--- config.mk ---
export PLATFORM = sky130hd
export DESIGN_NAME = plgq_eval
export DESIGN_NICKNAME = d
export VERILOG_FILES = /design/src/rtl/core/plgq_pkg.sv /design/src/rtl/core/plgq_eval.sv
export SDC_FILE = /design/constraint.sdc
export NUM_CORES = 2
export LEC_CHECK = 0
export BUFFER_PORTS_ARGS = -buffer_cell sky130_fd_sc_hd__buf_2
export CORE_UTILIZATION = 48
export CTS_CLUSTER_DIAMETER = 80
export DETAILED_ROUTE_END_ITERATION = 6
export GPL_ROUTABILITY_DRIVEN = 1
export PLACE_DENSITY_LB_ADDON = 0.25
export SYNTH_ARGS = -nofsm -noshare
export SYNTH_HDL_FRONTEND = slang
export SYNTH_SLANG_ARGS = --single-unit
export TNS_END_PERCENT = 10
--- constraint.sdc ---
create_clock -name clk -period 14.17 [get_ports clk]
set_clock_uncertainty 0.05 [all_clocks]
set_input_delay 0 -clock clk [delete_from_list [all_inputs] [get_ports clk]]
set_output_delay 0 -clock clk [all_outputs]
set_load 0.02 [all_outputs]
--- src/rtl/core/plgq_pkg.sv ---
package plgq_pkg;

  localparam int MaxPoints = 64;
  localparam int MaxLinks = 64;
  localparam int PIdxW = $clog2(MaxPoints);
  localparam int LIdxW = $clog2(MaxLinks);
  localparam int PCntW = $clog2(MaxPoints + 1);
  localparam int LCntW = $clog2(MaxLinks + 1);
  localparam int CoordW = 16;
  localparam int RadiusW = 10;
  localparam int TolW = 16;
  localparam int CfgW = 16;
  localparam int CfgIdxW = 1;
  localparam int DistW = 35;
  localparam int CrossW = 35;

  localparam logic [RadiusW-1:0] HitRadiusRst = RadiusW'(40);
  localparam logic [TolW-1:0] LineTolRst = TolW'(1000);

  localparam logic [CfgIdxW-1:0] CfgHitRadius = 1'b0;
  localparam logic [CfgIdxW-1:0] CfgLineTol = 1'b1;

  typedef enum logic [2:0] {
    OP_ADD_POINT = 3'd0,
    OP_ADD_LINK = 3'd1,
    OP_HIT_POINT = 3'd2,
    OP_NEAR_POINT = 3'd3,
    OP_NEAR_LINK = 3'd4
  } op_t;

  typedef enum logic [1:0] {
    ST_OK = 2'd0,
    ST_FULL = 2'd1,
    ST_NO_END = 2'd2
  } status_t;

  typedef enum logic [2:0] {
    Q_HIT,
    Q_NEAR_P,
    Q_NEAR_L,
    Q_UNDER
  } qkind_t;

  typedef enum logic [3:0] {
    S_IDLE,
    S_LREAD,
    S_PREAD_A,
    S_PREAD_B,
    S_EVAL,
    S_CROSS,
    S_DONE
  } state_t;

  typedef struct packed {
    logic hit;
    logic better;
  } eval_t;

endpackage

--- src/rtl/core/plgq_eval.sv ---
module plgq_eval (
  input  logic                          clk,
  input  plgq_pkg::qkind_t              kind,
  input  logic signed [plgq_pkg::CoordW-1:0] qx,
  input  logic signed [plgq_pkg::CoordW-1:0] qy,
  input  logic signed [plgq_pkg::CoordW-1:0] ax,
  input  logic signed [plgq_pkg::CoordW-1:0] ay,
  input  logic signed [plgq_pkg::CoordW-1:0] bx,
  input  logic signed [plgq_pkg::CoordW-1:0] by,
  input  logic [plgq_pkg::RadiusW-1:0]  radius,
  input  logic [plgq_pkg::TolW-1:0]     tol,
  input  logic                          have_best,
  input  logic [plgq_pkg::DistW-1:0]    best,
  input  logic                          cross_phase,
  output plgq_pkg::eval_t               res,
  output logic [plgq_pkg::DistW-1:0]    dist_sq
);
  import plgq_pkg::*;

  logic signed [CoordW:0] px, py, dx, dy, ex, ey, qbx, qby;
  logic signed [CoordW+1:0] sx, sy, tx, ty;
  logic [CoordW+1:0] adx, ady;
  logic [2*CoordW-1:0] sqx, sqy;
  logic signed [CrossW-1:0] p1_r, p2_r, cr;
  logic inbox, box_r;
  logic [CrossW-1:0] acr;

  always_comb begin
    sx = {{2{ax[CoordW-1]}}, ax} + {{2{bx[CoordW-1]}}, bx};
    sy = {{2{ay[CoordW-1]}}, ay} + {{2{by[CoordW-1]}}, by};
    tx = sx + ((sx < 0) ? (CoordW+2)'(1) : (CoordW+2)'(0));
    ty = sy + ((sy < 0) ? (CoordW+2)'(1) : (CoordW+2)'(0));
    if (kind == Q_NEAR_L) begin
      px = tx[CoordW+1:1];
      py = ty[CoordW+1:1];
    end else begin
      px = {ax[CoordW-1], ax};
      py = {ay[CoordW-1], ay};
    end
    dx = px - {qx[CoordW-1], qx};
    dy = py - {qy[CoordW-1], qy};
    adx = (CoordW+2)'(dx < 0 ? -dx : dx);
    ady = (CoordW+2)'(dy < 0 ? -dy : dy);
    sqx = (2*CoordW)'(adx) * (2*CoordW)'(adx);
    sqy = (2*CoordW)'(ady) * (2*CoordW)'(ady);
    dist_sq = DistW'(sqx) + DistW'(sqy);
    ex = {ax[CoordW-1], ax} - {bx[CoordW-1], bx};
    ey = {ay[CoordW-1], ay} - {by[CoordW-1], by};
    qbx = {qx[CoordW-1], qx} - {bx[CoordW-1], bx};
    qby = {qy[CoordW-1], qy} - {by[CoordW-1], by};
    inbox = !(qx < ((ax < bx) ? ax : bx) || qx > ((ax < bx) ? bx : ax) ||
              qy < ((ay < by) ? ay : by) || qy > ((ay < by) ? by : ay));
    cr = p1_r - p2_r;
    acr = CrossW'(cr < 0 ? -cr : cr);
    res = '0;
    case (kind)
      Q_HIT: res.hit = adx <= (CoordW+2)'(radius) && ady <= (CoordW+2)'(radius);
      Q_NEAR_P, Q_NEAR_L: res.better = !have_best || dist_sq < best;
      Q_UNDER: res.hit = cross_phase && box_r && acr < CrossW'(tol);
      default: res = '0;
    endcase
  end

  always_ff @(posedge clk) begin
    p1_r <= CrossW'(ex) * CrossW'(qby);
    p2_r <= CrossW'(ey) * CrossW'(qbx);
    box_r <= inbox;
  end

endmodule

==> impl_metrics.toml <==
[status]
status = "complete, no violations"

[cts]
clock_path_buffers = 2
cts_tree = "yes"
htreeDepth = 3
clkTransAtPathRegs_ps = 50
clockRootBuffer = "clkbuf_16"
cts_buffers = 9
cts.sinks = 69

[placed_design]
gp_congestion = 0.9907
place_ws_ps = -813.2
dpl.hpwl_um = 150500
io_buffers = 197

[floorplanning]
start_util = 0.4840
die_h_um = 338.6
die_width_um = 338.6
ios = 200
die-area_mm2 = 0.1146
rows = 123
core-area_mm2 = 0.1123

[timing]
slew_viol_final = 0
slew_headroom = 0.1547
period_minus_slack_ps = 13940
min_period_over_period = 0.9838
hold_viol = 0
rsz0062_at_grt = "yes"
fmax_mhz = 71.74
worst_slew_pin_slew_ps = 1264
setup_viol = 0
setup_ws_ps = 229.9

[yosys]
synth_warnings = 0
async_flop_share = 0
synth_cells = 6452
synth_edf_count = 0
syn_avg_cell_area_um2 = 8.427
yosys.area.top_type = "fa_1"
seq_area_frac_synth = 0.02541
syn-cell-area_mm2 = 0.05437
ys.flop_type = "dfxtp_1"
synthTopCellsByArea = "fa_1 (38%), ha_1 (16%), inv_1 (10%)"
synth_top_area_share = 0.3822
synth.distinct_cells = 96
ys_ff_latch = 69

[setup_path]
crit_path_end_kind = "output pin"
arrival_ps = 13890
slowest_delay_ps = 550
critPathTopFamily = "compound AO/OA/AOI/OAI gates"
start_kind = "input pin"
path_class = "input pin to output pin"
slowest_stage = "fa_1"
cp_max_fo = 4
path_common_cell = "buf_4"
crit_buf_inv = 12
crit_required_ps = 14120

[detailed_routing]
remaining_drc_errors = 0
ant_nets = 0
routed_via_density = 5.300
wire_per_inst_um = 19.30
wirelength_um = 169700
vias = 46600
drtIter0Drc = 3293
first_pass_iters = 5

[global_routing]
grt_overflow = 0
antenna_found_initial = 15
grt_pass1_wl_um = 271400
grt_max_degree = 50
track_usage = 0.3024
grt_pass1_vias = 48830

[min_path]
worstHoldPathCells = 5
min_from = "by[0]"
hold_path.class = "input pin to flip-flop"
hold-path-endpoint = "p2_r[0]$_DFF_P_"

[finish]
final_common_cell = "inv_1"
utilization = 0.5621
final_cell_mix = "inv_1 (1479), fa_1 (1035), ha_1 (673), buf_4 (673), nand2_1 (596)"
drive_gt1_frac = 0.1527
syn_to_final_growth_pct = 16.15
final_nets = 9167

[run]
drv_cap = 0
[synthesized netlist by cell type (71+ instances only)]
cell type,instances
inv_1,1482
fa_1,1038
ha_1,683
nand2_1,604
nor2_1,538
xnor2_1,287
a21oi_1,242
o21ai_0,187
clkbuf_1,106
and2_1,96
nor2b_1,87
nor3_1,86
xor2_1,83
a21o_1,71
[sequential cells by signal, indices dropped and copies added, names as in the netlist]
register  count
p2_r         34
box_r         1
p1_r         34
[through the flow]
stage | hold WS (ps) | setup TNS [ps] | area (um^2) | cells
after floorplan | 127.6 | 0 | 54700 | 6526
after global placement | 495.1 | -606.9 | 62010 | 8746
after detailed placement | 494.6 | -813.2 | 62010 | 8746
after CTS | 420.4 | 0 | 62630 | 8777
after global routing | 461.3 | -394.1 | 63150 | 8792
final | 444.6 | 0 | 63150 | 8793
[area by class of cell]
cell class | instances | area (um^2)
Clock buffer | 12 | 266.5
Fill cell | 10440 | 49200
Multi-Input combinational cell | 4817 | 47720
Timing Repair Buffer | 877 | 6171
Tap cell | 1500 | 1877
Clock inverter | 4 | 52.55
Sequential cell | 69 | 1381
Antenna cell | 5 | 12.51
Inverter | 1509 | 5670
[logic make-up after synthesis]
| group | synth area share |
|---|---|
| flip-flops | 0.02541 |
| AND/OR/NAND/NOR | 0.1486 |
| adder cells (fa/ha/maj) | 0.5394 |
| buffers and inverters | 0.1142 |
| AO/OA/AOI/OAI | 0.1002 |
| other | 0.0001381 |
| XOR/XNOR | 0.06381 |
| multiplexers | 0.008262 |
[routing by layer]
metal / GRT usage / wire (um) / up-vias
li1: - / - / 21650
met1: 0.4188 / 73720 / 22960
met2: 0.4830 / 76480 / 1666
met3: 0.05176 / 13460 / 310
met4: 0.09219 / 5940 / 14
met5: 0 / 92 / -
[worst max path at each step]
| stage | endpoint | startpoint | slack, ps | cells after the start |
|---|---|---|---|---|
| 2_1_floorplan | res[0] | ay[0] | 3 | 64 |
| 3_3_place_gp | res[0] | ay[0] | -610 | 69 |
| 3_5_place_dp | res[0] | ay[0] | -810 | 69 |
| 4_1_cts | res[0] | ay[0] | 1 | 67 |
| 5_1_grt | res[0] | bx[12] | -390 | 67 |
| 6_report | res[0] | ay[0] | 230 | 67 |
[repair_timing]
item,in CTS,in global routing
setup buffers,15,11
gates resized for setup,47,106
hold buffers,0,0
cloned,0,0
pin swaps,17,63
endpoints found under the setup margin,1,4
Power is left out: the tool's default activity adds up to more than one toggle a clock period on the data nets, which glitch-free logic cannot reach.
